**src/sv/brt_pkg.sv**
```systemverilog
`timescale 1ns / 1ps
// ----------------------------------------------------------------------------
// brt_pkg - shared types for the triangle raster unit
// Word widths of coordinates, edge values and the blend accumulator, and the
// request and response bundles of the blend divider.
// ----------------------------------------------------------------------------
package brt_pkg;

  localparam int COORD_W = 12;  // vertex coordinate as it arrives
  localparam int PT_W    = 13;  // coordinate difference, clamped box corner
  localparam int EDGE_W  = 27;  // edge function value
  localparam int ACC_W   = 40;  // multiply-accumulate result
  localparam int CH_W    = 8;   // one colour channel

  typedef logic signed [COORD_W-1:0] coord_t;
  typedef logic signed [PT_W-1:0]    pt_t;
  typedef logic signed [EDGE_W-1:0]  edge_t;
  typedef logic signed [ACC_W-1:0]   acc_t;
  typedef logic [CH_W-1:0]           chan_t;

  typedef struct packed {
    logic  start;
    acc_t  num;
    edge_t den;
  } div_req_t;

  typedef struct packed {
    logic  done;
    chan_t quo;
  } div_rsp_t;

endpackage

```
**src/sv/brt_div.sv**
```systemverilog
`timescale 1ns / 1ps
// ----------------------------------------------------------------------------
// brt_div - saturating blend divider
// Restoring division of the colour sum by the doubled area, one quotient bit
// a cycle; a negative quotient gives zero and a large one gives full scale.
// ----------------------------------------------------------------------------
module brt_div #(
  parameter int COLOR_MAX = 255
) (
  input  logic               clk,
  input  logic               rst,
  input  brt_pkg::div_req_t  req,
  output brt_pkg::div_rsp_t  rsp
);
  import brt_pkg::*;

  localparam int QW = 9;

  logic              busy;
  logic              done;
  logic [3:0]        cnt;
  logic [ACC_W-1:0]  rem;
  logic [EDGE_W-1:0] ud;
  logic [QW-1:0]     q;
  logic              sat;

  logic              pos;
  logic [ACC_W-1:0]  un;
  logic [EDGE_W-1:0] udn;
  logic [ACC_W-1:0]  shifted;
  logic              ge;
  chan_t             quo;

  always_comb begin
    pos = (req.num > 0 && req.den > 0) || (req.num < 0 && req.den < 0);
    un  = (req.num < 0) ? ACC_W'(-req.num) : ACC_W'(req.num);
    udn = (req.den < 0) ? EDGE_W'(-req.den) : EDGE_W'(req.den);
    shifted = ACC_W'(ud) << cnt;
    ge = rem >= shifted;
    if (sat || q > QW'(COLOR_MAX)) begin
      quo = CH_W'(COLOR_MAX);
    end else begin
      quo = q[CH_W-1:0];
    end
  end

  assign rsp = '{done: done, quo: quo};

  always_ff @(posedge clk) begin
    if (rst) begin
      busy <= 1'b0;
      done <= 1'b0;
    end else begin
      done <= 1'b0;
      if (req.start) begin
        busy <= 1'b1;
        cnt  <= 4'd9;
        rem  <= pos ? un : '0;
        ud   <= udn;
        q    <= '0;
        sat  <= 1'b0;
      end else if (busy) begin
        if (cnt == 4'd9) begin
          // Quotient of 512 or more saturates.
          sat <= ge;
        end else if (ge) begin
          rem    <= rem - shifted;
          q[cnt] <= 1'b1;
        end
        if (cnt == 4'd0) begin
          busy <= 1'b0;
          done <= 1'b1;
        end else begin
          cnt <= cnt - 4'd1;
        end
      end
    end
  end

endmodule
```
**config.mk**
```make
export PLATFORM = sky130hd
export DESIGN_NAME = brt_div
export DESIGN_NICKNAME = d
export VERILOG_FILES = /design/src/sv/brt_pkg.sv /design/src/sv/brt_div.sv
export SDC_FILE = /design/constraint.sdc
export NUM_CORES = 1
export LEC_CHECK = 0
export BUFFER_PORTS_ARGS = -buffer_cell sky130_fd_sc_hd__buf_2
export CAP_MARGIN = 0
export CORE_UTILIZATION = 50
export CTS_CLUSTER_SIZE = 40
export DETAILED_ROUTE_END_ITERATION = 10
export PLACE_DENSITY = 0.67
export SLEW_MARGIN = 20
export SYNTH_ARGS = -nofsm -noshare
export SYNTH_HDL_FRONTEND = slang
export SYNTH_SLANG_ARGS = --single-unit
```
**constraint.sdc**
```tcl
create_clock -name clk -period 7.61 [get_ports clk]
set_clock_uncertainty 0.1 [all_clocks]
set_input_delay 0.761 -clock clk [delete_from_list [all_inputs] [get_ports clk]]
set_output_delay 0.761 -clock clk [all_outputs]
set_load 0.1 [all_outputs]
```
**Word-level counts from Yosys, hierarchy flattened**

Index checks and enable logic that the tools add are counted.

- Register bits: 83
- Input port bits: 70
- Output and inout port bits: 9

- $lt $le $gt $ge: 8
- Equal/unequal tests: 3
- Reduce and logical (&&, ||, !) cells: 14
- Muxes and demuxes: 21
- $add $sub $neg: 4
- Bitwise gates (word level): 3
- Shift-type cells: 1

Operator list:

| operator | count |
|---|---|
| $mux 40 | 6 |
| $ge 40x40->1 | 1 |
| $gt 40x1->1 const B | 1 |
| $lt 40x1->1 const B | 1 |
| $neg 40->40 | 1 |
| $shl 27x4->40 | 1 |
| $sub 40x40->40 | 1 |
| $gt 27x1->1 const B | 1 |
| $lt 27x1->1 const B | 1 |
| $mux 27 | 1 |
| $mux 9 | 3 |
| $neg 27->27 | 1 |
| $gt 9x8->1 const B | 1 |
| $or 9x9->9 | 1 |
| $mux 4 | 2 |
| $mux 8 | 1 |
| $mux 1 | 7 |
| $reduce_and 3->1 | 2 |
| $reduce_bool 2->1 | 3 |
| $lt 4x5->1 const B | 1 |
| $demux 1 s4 | 1 |
| $eq 4x4->1 const B | 1 |
| $ge 4x1->1 const B | 1 |
| $logic_not 4->1 | 1 |
| 8 further kinds | 13 |

**Logic depth before layout (Yosys ltp)**

Gate-level depths: netlist of the first run.

- Depth in word-level cells: 8
- Depth in mapped cells: 20
- Gate-level depth less buffers: 16

**Worst setup path before layout of the first run**

OpenSTA, ideal clock, no wires.

- Kind: register to register
- Start: reg cnt[0]
- End: reg q[0], enable pin
- Data required time: 6.694 ns
- Setup slack: 1.465 ns
- Data arrival time: 5.229 ns
- Clock period less this slack: 6.145 ns
- Cell stages (with the launch flop): 20
- Path through: edfxtp_1 > clkbuf_1 > clkbuf_1 > clkbuf_1 > a211oi_1 > a21oi_1 > mux2i_1 > nor2_1 > a21oi_1 > ha_1 > buf_2 > a21o_1 > a21oi_1 > o21a_1 > a21oi_1 > o311ai_0 > o211ai_1 > o21bai_1 > nand4_1 > nand4_1

- Cells in the longest elaborated chain, start to end: 4
- Elaborated cells on any way between the ends: 6
- Those cells by class: 1 x order compare; 2 x eq/ne; 1 x shift; 2 x reduce/logical

RTL lines:

| element | line | source |
|---|---|---|
| start: declaration | brt_div.sv:21 | `logic [3:0] cnt;` |
| start signal: assignment | brt_div.sv:74 | `cnt <= cnt - 4'd1;` |
| $shl 27x4->40 | brt_div.sv:38 | `shifted = ACC_W'(ud) << cnt;` |
| $ge 40x40->1 | brt_div.sv:39 | `ge = rem >= shifted;` |
| $reduce_bool 2->1 (no line) | -- |  |
| $reduce_and 4->1 (no line) * | -- |  |
| end signal: assignment | brt_div.sv:60 | `q <= '0;` |
| end signal: indexed assignment | brt_div.sv:68 | `q[cnt] <= 1'b1;` |
| end: declaration | brt_div.sv:24 | `logic [QW-1:0] q;` |

Every way passes the cells marked *; elsewhere a longest branch is shown, timed or not.
A chain may end at the register's enable or synchronous reset.

**Final worst setup path of the first run**

- Start: reg cnt[0]
- End: reg rem[16], enable pin

- Cells in the longest elaborated chain, start to end: 4
- Elaborated cells on any way between the ends: 6
- Those cells by class: 1 x order compare; 2 x eq/ne; 1 x shift; 2 x reduce/logical

RTL lines:

| element | line | source |
|---|---|---|
| $shl 27x4->40 | brt_div.sv:38 |  |
| $ge 40x40->1 | brt_div.sv:39 |  |
| $reduce_bool 2->1 (no line) | -- |  |
| $reduce_and 4->1 (no line) * | -- |  |
| end signal: assignment | brt_div.sv:58 | `rem <= pos ? un : '0;` |
| end signal: assignment | brt_div.sv:67 | `rem <= rem - shifted;` |
| end: declaration | brt_div.sv:22 | `logic [ACC_W-1:0] rem;` |

Marked as above.

==> flow_summary.ini, run 1 <==
[clock_tree]
cts_max_level = 3
cts_made_buffers = 9
cts_post_setup_buffers_inserted = 0
cts.reportedPaths.clkPinSlew_ns = 0.07
cts_root_buffer = clkbuf_16
clkSinkCount = 83
clock_insertion_delay_worst_skew_ns = 0.36
cts_tree = yes
clock_tree.buffer_depth = 2
cts_hold_repair.buffers = 0
post_cts_resized = 0

[global_route]
grt_antenna_before_repair = 0
grt_usage = 0.265
first_pass_grt_wire_length_um = 34400
groute.layer.met1.usage = 0.357
grt_max_degree = 59
grt_pass1_vias = 6700
met2_usage_in_global_routing = 0.445
busiest_layer = met2
gr-total-overflow = 0
globalRouteMet3Util = 0.0347

[die]
die_h_um = 129
io_pins = 79
floorplan.initialDensity = 0.511
die_w_um = 129
rows = 46
core_region_area_um2 = 15800
design.die.area_um2 = 16700

[logic_synthesis]
yosys-top-cells-area = edfxtp_1 (30%), ha_1 (7.1%), xor2_1 (5.8%)
synthesized_area_um2 = 8090
synthesis.area_per_instance_um2 = 8.95
synth_top_cells_by_count = edfxtp_1 (81), nand2_1 (76), a21oi_1 (68)
synthCells = 904
postSynth.asyncResetShare = 0
yosys_warnings = 0
post-synth-top-area-fraction = 0.301
syn_nets = 1021
synthDominantAreaCellType = edfxtp_1
most_frequently_used_flop_master_after_synthesis = edfxtp_1
yosys.cell_types.count = 70
postSynthRegisterBits = 83
synth_enable_flop_cells = 81
synthMostInstantiatedCell = edfxtp_1
synth-seq-area-share = 0.306

[drt]
drc = 0
dr.pass1.iters = 5
postRouteWirelength_um = 21600
routedWlPerCell_um = 18.6
first_iter_violations = 552
detail_route.vias_per_cell = 6.13
vias = 7139
postRouteAntennaNets = 0

[final_layout]
post_route_cells_drive_above_1_share = 0.161
fin_cells = 1164
diodes = 0
nFillCells = 1478
final_net_count = 1060
area_growth_syn_to_layout_pct = 9.64

[power]
power_switching_mw = 0.942
power.share.clock = 0.205
seq_power_share = 0.286
p_leak_nw = 3.39
internal_dissipation_mw = 1.32
pwr_density_cell_nw_per_um2 = 255
p_sw_frac = 0.417
combinational_power_share = 0.509
peakVddDrop_v = 0.000126

[placement]
dp_hpwl_um = 16500
dpl.cell_count = 1148
gp_congestion = 0.991
io_buffer_count = 78

[job]
max-cap-violations = 0

[sta]
min_period_ns = 5.78
fin_setup_tns_ns = 0
setup_viol = 0
finalHoldViolations = 0
unrepaired_setup_endpoints_after_global_routing = false
post-route-period-util = 0.760
max_slew_headroom_at_the_worst_pin = 0.322
worst_slew_pin_slew_ns = 1.02
fmax_mhz = 173
final-max-slew-violation-count = 0

[worst_setup_path]
critical_path.endpoint_type = register
reg2reg_setup_slack_ns = 1.83
startpoint_type = register
timing.critical_path.arrival_ns = 5.77
critical_path_required_ns = 7.60
timing.setup.critical_path_class = reg2reg
worst_path_maximum_fanout = 22

[run_status]
result_of_the_run = complete, no violations

[worst_hold_path]
worstHoldPathType = reg2reg
==> sequential cells by signal, indices dropped and copies added, names as in the netlist <==
name,flops
q,9
cnt,4
rem,40
busy,1
done,1
ud,27
sat,1
==> layer usage <==
metal	vias to the layer above	share of wire
li1	3510	-
met1	3388	0.46
met2	213	0.48
met3	28	0.040
met4	0	0.018
met5	-	0
==> metrics by stage <==
| stage | utilization | power (mW) | instance area, um^2 | hold slack, ns | setup slack, ns |
|---|---|---|---|---|---|
| 2_1_floorplan | - | 1.51 | 8090 | 0.398 | 1.46 |
| 3_3_place_gp | 0.541 | 1.78 | 8570 | 0.454 | 2.12 |
| 3_5_place_dp | 0.541 | 1.78 | 8570 | 0.461 | 1.93 |
| 4_1_cts | 0.560 | 2.24 | 8870 | 0.479 | 1.89 |
| 5_1_grt | 0.560 | 2.39 | 8870 | 0.498 | 1.46 |
| 6_report | 0.560 | 2.26 | 8870 | 0.479 | 1.83 |
==> power groups by stage <==
| stage | clock [mW] | combinational, mW | sequential (mW) |
|---|---|---|---|
| after floorplan | 0 | 0.880 | 0.634 |
| after global placement | 0 | 1.12 | 0.653 |
| after detailed placement | 0 | 1.12 | 0.654 |
| after CTS | 0.466 | 1.13 | 0.645 |
| after global routing | 0.480 | 1.26 | 0.651 |
| final | 0.463 | 1.15 | 0.646 |
==> final cells by class <==
type | instances | area, um^2 | share of cell area
Tap cell | 216 | 270 | 0.0305
Sequential cell | 83 | 2470 | 0.279
Clock inverter | 7 | 75.1 | 0.00847
Clock buffer | 9 | 225 | 0.0254
Multi-Input combinational cell | 737 | 5280 | 0.596
Timing Repair Buffer | 85 | 443 | 0.0499
Inverter | 27 | 101 | 0.0114
==> cells in the final DEF (no fill, tap or decap), drive strengths merged, types with 9 or more instances in the layout <==
cell | netlist | final
a211oi | 10 | 10
a21o | 10 | 10
a21oi | 68 | 68
buf | 12 | 85
clkbuf | 45 | 9
edfxtp | 81 | 81
ha | 46 | 46
inv | 27 | 29
mux2 | 14 | 14
mux2i | 28 | 28
mux4 | 13 | 13
nand2 | 77 | 77
nand2b | 14 | 14
nand3 | 12 | 12
nand4 | 12 | 12
nor2 | 56 | 56
nor2b | 9 | 9
nor3 | 12 | 12
o21ai | 67 | 67
o21bai | 9 | 9
o22ai | 37 | 37
o31ai | 21 | 21
o41ai | 11 | 11
or2 | 12 | 12
or3 | 17 | 17
or4 | 9 | 9
xnor2 | 42 | 42
xor2 | 54 | 54
==> cell families after synthesis <==
family          after synthesis  synth area share
xor+xnor                     96             0.104
mux                          55            0.0903
simple gates                260             0.164
buf+inv                      84            0.0415
compound gates              279             0.221
fa+ha+maj                    47            0.0736
flops                        83             0.306
==> critical path, cell delays in order (launching register included) <==
cell and delay, ns:
edfxtp_1 1.02, mux4_2 0.64, mux2_2 0.30, o21ai_0 0.29, ha_1 0.38, o21a_1 0.20
o211ai_1 0.22, a211oi_1 0.10, o311ai_0 0.51, o211ai_1 0.30, o21bai_1 0.28, nand4_1 0.12
nand4_1 0.53, buf_4 0.47
==> final timing paths <==
kind	cells after the start	end	start
setup reg to reg	13	rem[16]	cnt[0]
hold / removal	2	done	busy
hold reg to reg	2	done	busy
setup / recovery	13	rem[16]	cnt[0]
Note: power is estimated with default switching activity, not from simulation.
==> run 2, diff against run 1 <==
- clock period: 7.61 -> 5.9 ns (I/O delays scaled with it)
==> run 2 against run 1 <==
Via count decreased by 0.55%; core utilization is 0.25 points higher; total power rose by 28%.
==> flow_summary.ini, run 2 (synthesis results as in run 1) <==
[worst_setup_path]
critical_path.endpoint_type = register
startpoint_type = register
cpMaxStageDelayCell = edfxtp_1
worst-path-buf-inv = 0
cp_cell_sequence = mux4_2 > mux2i_1 > nor2_1 > a21oi_1 > ha_1 > a21o_1 > a31o_2 > a221oi_1 > o21ai_1 > a221o_1 > a211o_1 > o31ai_1 > mux2i_1 > o211ai_1
crit_top_cell = mux2i_1
timing.critical_path.arrival_ns = 5.12
path_delay_family = compound AO/OA/AOI/OAI gates
critical_path_required_ns = 5.87
timing.setup.critical_path_class = reg2reg
worst_path_maximum_fanout = 20
worst_path_largest_cell_delay_ns = 0.92

[final_layout]
top_register = rem
mostFrequentLayoutCells = edfxtp_1 (81), buf_2 (78), nand2_1 (76)
post-route-cell-area_um2 = 8910
multiInputGateArea_um2 = 5280
final_common_cell = edfxtp_1
nFillCells = 1504
reg.largest.list = rem: 40 flops, ud: 27 flops, q: 9 flops
diodes = 0
post_route_cells_drive_above_1_share = 0.167
fin_cells = 1170
seq_area_um2 = 2470
largest_register_ffs = 40
final_net_count = 1066
area_growth_syn_to_layout_pct = 10.1
utilization = 0.563

[clock_tree]
cts.reportedPaths.clkPinSlew_ns = 0.07
cts_max_level = 3
clkSinkCount = 83
cts_tree = yes
clock_insertion_delay_worst_skew_ns = 0.35
post_cts_resized = 0
cts_post_setup_buffers_inserted = 0
clock_tree.buffer_depth = 2
cts_hold_repair.buffers = 0
cts_made_buffers = 9
cts_root_buffer = clkbuf_16

[placement]
dpl.cell_count = 1154
dpl_worst_slack_ns = 0.798
gp_congestion = 0.936
placed_cell_area_um2 = 8610
io_buffer_count = 78
dp_hpwl_um = 16900

[drt]
dr.pass1.iters = 5
drc = 0
detail_route.vias_per_cell = 6.07
vias = 7100
postRouteAntennaNets = 0
first_iter_violations = 540
routedWlPerCell_um = 18.5
postRouteWirelength_um = 21700

[die]
die_w_um = 129
floorplan.initialDensity = 0.511
io_pins = 79
core_region_area_um2 = 15800
die_h_um = 129
rows = 46
design.die.area_um2 = 16700

[run_status]
result_of_the_run = complete, no violations

[global_route]
grt_pass1_vias = 6669
gr-total-overflow = 0
grt_max_degree = 59
first_pass_grt_wire_length_um = 34300
grt_antenna_before_repair = 0
grt_usage = 0.266

[sta]
max_slew_headroom_at_the_worst_pin = 0.339
finalHoldViolations = 0
post-route-period-util = 0.873
unrepaired_setup_endpoints_after_global_routing = false
layout_setup_ws_ns = 0.750
worst_slew_pin_slew_ns = 0.990
fmax_mhz = 194
final-max-slew-violation-count = 0
holdWs_ns = 0.392
setup_viol = 0
min_period_ns = 5.15
fin_setup_tns_ns = 0

[power]
pwr_density_cell_nw_per_um2 = 325
peakVddDrop_v = 0.000159
total_power_mw = 2.90
p_leak_nw = 3.42

[job]
max-cap-violations = 0

[worst_hold_path]
worstHoldPathType = in2reg
## run 2: changes by cell type in the layout (fill, tap and decap cells not counted)
cell        change
buf_4           +6
clkbuf_1        +1
clkinv_1        -1
clkinv_2        +2
clkinvlp_4      -1
inv_6           -1
## run 2: worst paths after layout
path | startpoint | to | slack, ns | cells after the start
setup reg to reg | cnt[0] | rem[35] | 0.75 | 14
setup / recovery | cnt[0] | rem[35] | 0.75 | 14
hold reg to reg | busy | done | 0.47 | 2
hold / removal | req[0] | ud[0] | 0.39 | 1
## run 2: report_power, final
part | internal [mW] | switching, mW | total, mW
sequential | 0.780 | 0.0495 | 0.829
clock | 0.329 | 0.247 | 0.576
combinational | 0.596 | 0.895 | 1.49
total | 1.71 | 1.19 | 2.90
## run 2: layout make-up
class | count | share of cell area
multi-input combinational | 737 | 0.593
sequential | 83 | 0.278
timing repair buffer | 91 | 0.0548
tap | 216 | 0.0303
clock buffer | 10 | 0.0257
inverter | 27 | 0.0114
clock inverter | 6 | 0.00730
## run 2: worst reg2reg max path: stages, from the launching register on
cell      delay (ns)
edfxtp_1        0.92
mux4_2          0.61
mux2i_1         0.22
nor2_1          0.07
a21oi_1         0.22
ha_1            0.38
a21o_1          0.25
a31o_2          0.24
a221oi_1        0.26
o21ai_1         0.15
a221o_1         0.35
a211o_1         0.39
o31ai_1         0.39
mux2i_1         0.22
o211ai_1        0.10
## run 2: layer usage
layer	vias up	global-route usage	share of wire
met5	-	0	0
met4	0	0.102	0.033
met3	43	0.0450	0.044
li1	3518	-	-
met2	206	0.434	0.46
met1	3333	0.351	0.46
==> run 3, diff against run 2 <==
- CORE_MARGIN: not set -> 4
==> run 3 against run 2 <==
Critical path type unchanged; total power grew 0.37%; clock power increased by 2%; register-to-register slack got worse by 0.12 ns; highest routed layer unchanged.
==> flow_summary.ini, run 3 (synthesis results as in run 1) <==
[run_status]
result_of_the_run = complete, no violations

[sta]
fmax_mhz = 190
final-max-slew-violation-count = 0
unrepaired_setup_endpoints_after_global_routing = false
fin_setup_tns_ns = 0
post-route-period-util = 0.893
worst_slew_pin_slew_ns = 1.02
min_period_ns = 5.27
max_slew_headroom_at_the_worst_pin = 0.321
setup_viol = 0
finalHoldViolations = 0

[worst_setup_path]
critical_path_required_ns = 5.87
critical_path.endpoint_type = register
startpoint_type = register
cpMaxStageDelayCell = edfxtp_1
worst_path_maximum_fanout = 28
worst_path_largest_cell_delay_ns = 0.92
cp_cell_sequence = buf_4 > nor2b_1 > a211oi_1 > a21oi_1 > mux2_2 > o21ai_0 > ha_1 > a21oi_1 > o21bai_1 > a21oi_1 > nand2_1 > o311ai_0 > o211ai_1 > o21bai_1 > nand4_1 > nand4_1 > buf_4
worstRegToRegCells = 17
crit_top_cell = a21oi_1
timing.critical_path.arrival_ns = 5.24
timing.setup.critical_path_class = reg2reg

[final_layout]
final_net_count = 1063
post_route_cells_drive_above_1_share = 0.164
final_common_cell = edfxtp_1
reg.largest.list = rem: 40 flops, ud: 27 flops, q: 9 flops
area_growth_syn_to_layout_pct = 9.91
largest_register_ffs = 40
top_register = rem
diodes = 0
mostFrequentLayoutCells = edfxtp_1 (81), buf_2 (78), nand2_1 (76)

[clock_tree]
cts_hold_repair.buffers = 0
cts_made_buffers = 9
cts_max_level = 3
clkSinkCount = 83
cts_post_setup_buffers_inserted = 0
cts_tree = yes
cts.reportedPaths.clkPinSlew_ns = 0.07
clock_insertion_delay_worst_skew_ns = 0.36
post_cts_resized = 0
cts_root_buffer = clkbuf_16
clock_tree.buffer_depth = 2

[die]
floorplan.initialDensity = 0.509
die_w_um = 135
core_region_area_um2 = 15900
rows = 46
die_h_um = 135
design.die.area_um2 = 18300
io_pins = 79

[drt]
routedWlPerCell_um = 18.6
first_iter_violations = 547
vias = 7092
postRouteWirelength_um = 21700
postRouteAntennaNets = 0
drc = 0
dr.pass1.iters = 5
detail_route.vias_per_cell = 6.08

[placement]
gp_congestion = 0.940
dp_hpwl_um = 17000
io_buffer_count = 78

[power]
p_leak_nw = 3.40
internal_dissipation_mw = 1.70
seq_power_share = 0.288
pwr_density_cell_nw_per_um2 = 327
total_power_mw = 2.91
power.share.clock = 0.203
peakVddDrop_v = 0.000158
power_switching_mw = 1.21
combinational_power_share = 0.509
p_sw_frac = 0.415

[global_route]
grt_pass1_vias = 6765
grt_max_degree = 48
grt_antenna_before_repair = 0
grt_usage = 0.238
first_pass_grt_wire_length_um = 34300
gr-total-overflow = 0

[worst_hold_path]
hold_path_depth = 1
worstHoldPathType = in2reg

[job]
max-cap-violations = 0
-- run 3: power groups by stage --
stage	Sequential (mW)	Clock, mW	Combinational (mW)
2_1_floorplan	0.818	0	1.13
3_3_place_gp	0.848	0	1.46
3_5_place_dp	0.848	0	1.46
4_1_cts	0.836	0.601	1.47
5_1_grt	0.845	0.625	1.63
6_report	0.836	0.590	1.48
-- run 3: area by class of cell --
class	count	area (um^2)
Multi-Input combinational cell	737	5280
Inverter	27	101
Sequential cell	83	2470
Timing Repair Buffer	88	465
Clock buffer	9	225
Tap cell	216	270
Clock inverter	7	75.1
Fill cell	1478	6990
-- run 3: worst max-delay path, delay by kind of cell (launching register included) --
family	cells	cell delay, ns
AOI/OAI and AO/OA	9	2.13
adders and majority gates	1	0.38
buffers and inverters	2	0.68
DFF	1	0.92
muxes	1	0.33
and+or+nand+nor	4	0.40
-- run 3: through the flow --
stage	instances	util	setup WS [ns]	instance area [um^2]	hold WS, ns
after global routing	1167	0.560	0.198	8890	0.373
final	1167	0.560	0.631	8890	0.375
after detailed placement	1151	0.541	0.684	8590	0.454
after floorplan	904	-	0.103	8090	0.398
after CTS	1167	0.560	0.658	8890	0.361
after global placement	1151	0.541	0.756	8590	0.447
-- run 3: layer usage --
| metal | wire length [um] | vias up | share of wire | track usage |
|---|---|---|---|---|
| met5 | 0 | - | 0 | 0 |
| met1 | 9660 | 3325 | 0.45 | 0.310 |
| li1 | - | 3514 | - | - |
| met4 | 833 | 0 | 0.038 | 0.102 |
| met3 | 1060 | 53 | 0.049 | 0.0527 |
| met2 | 10200 | 200 | 0.47 | 0.382 |
-- run 3: final timing paths --
path         startpoint      end  slack, ns
max reg2reg      cnt[0]  rem[23]       0.63
min              req[0]    ud[0]       0.38
max              cnt[0]  rem[23]       0.63
min reg2reg        q[3]     q[3]       0.47
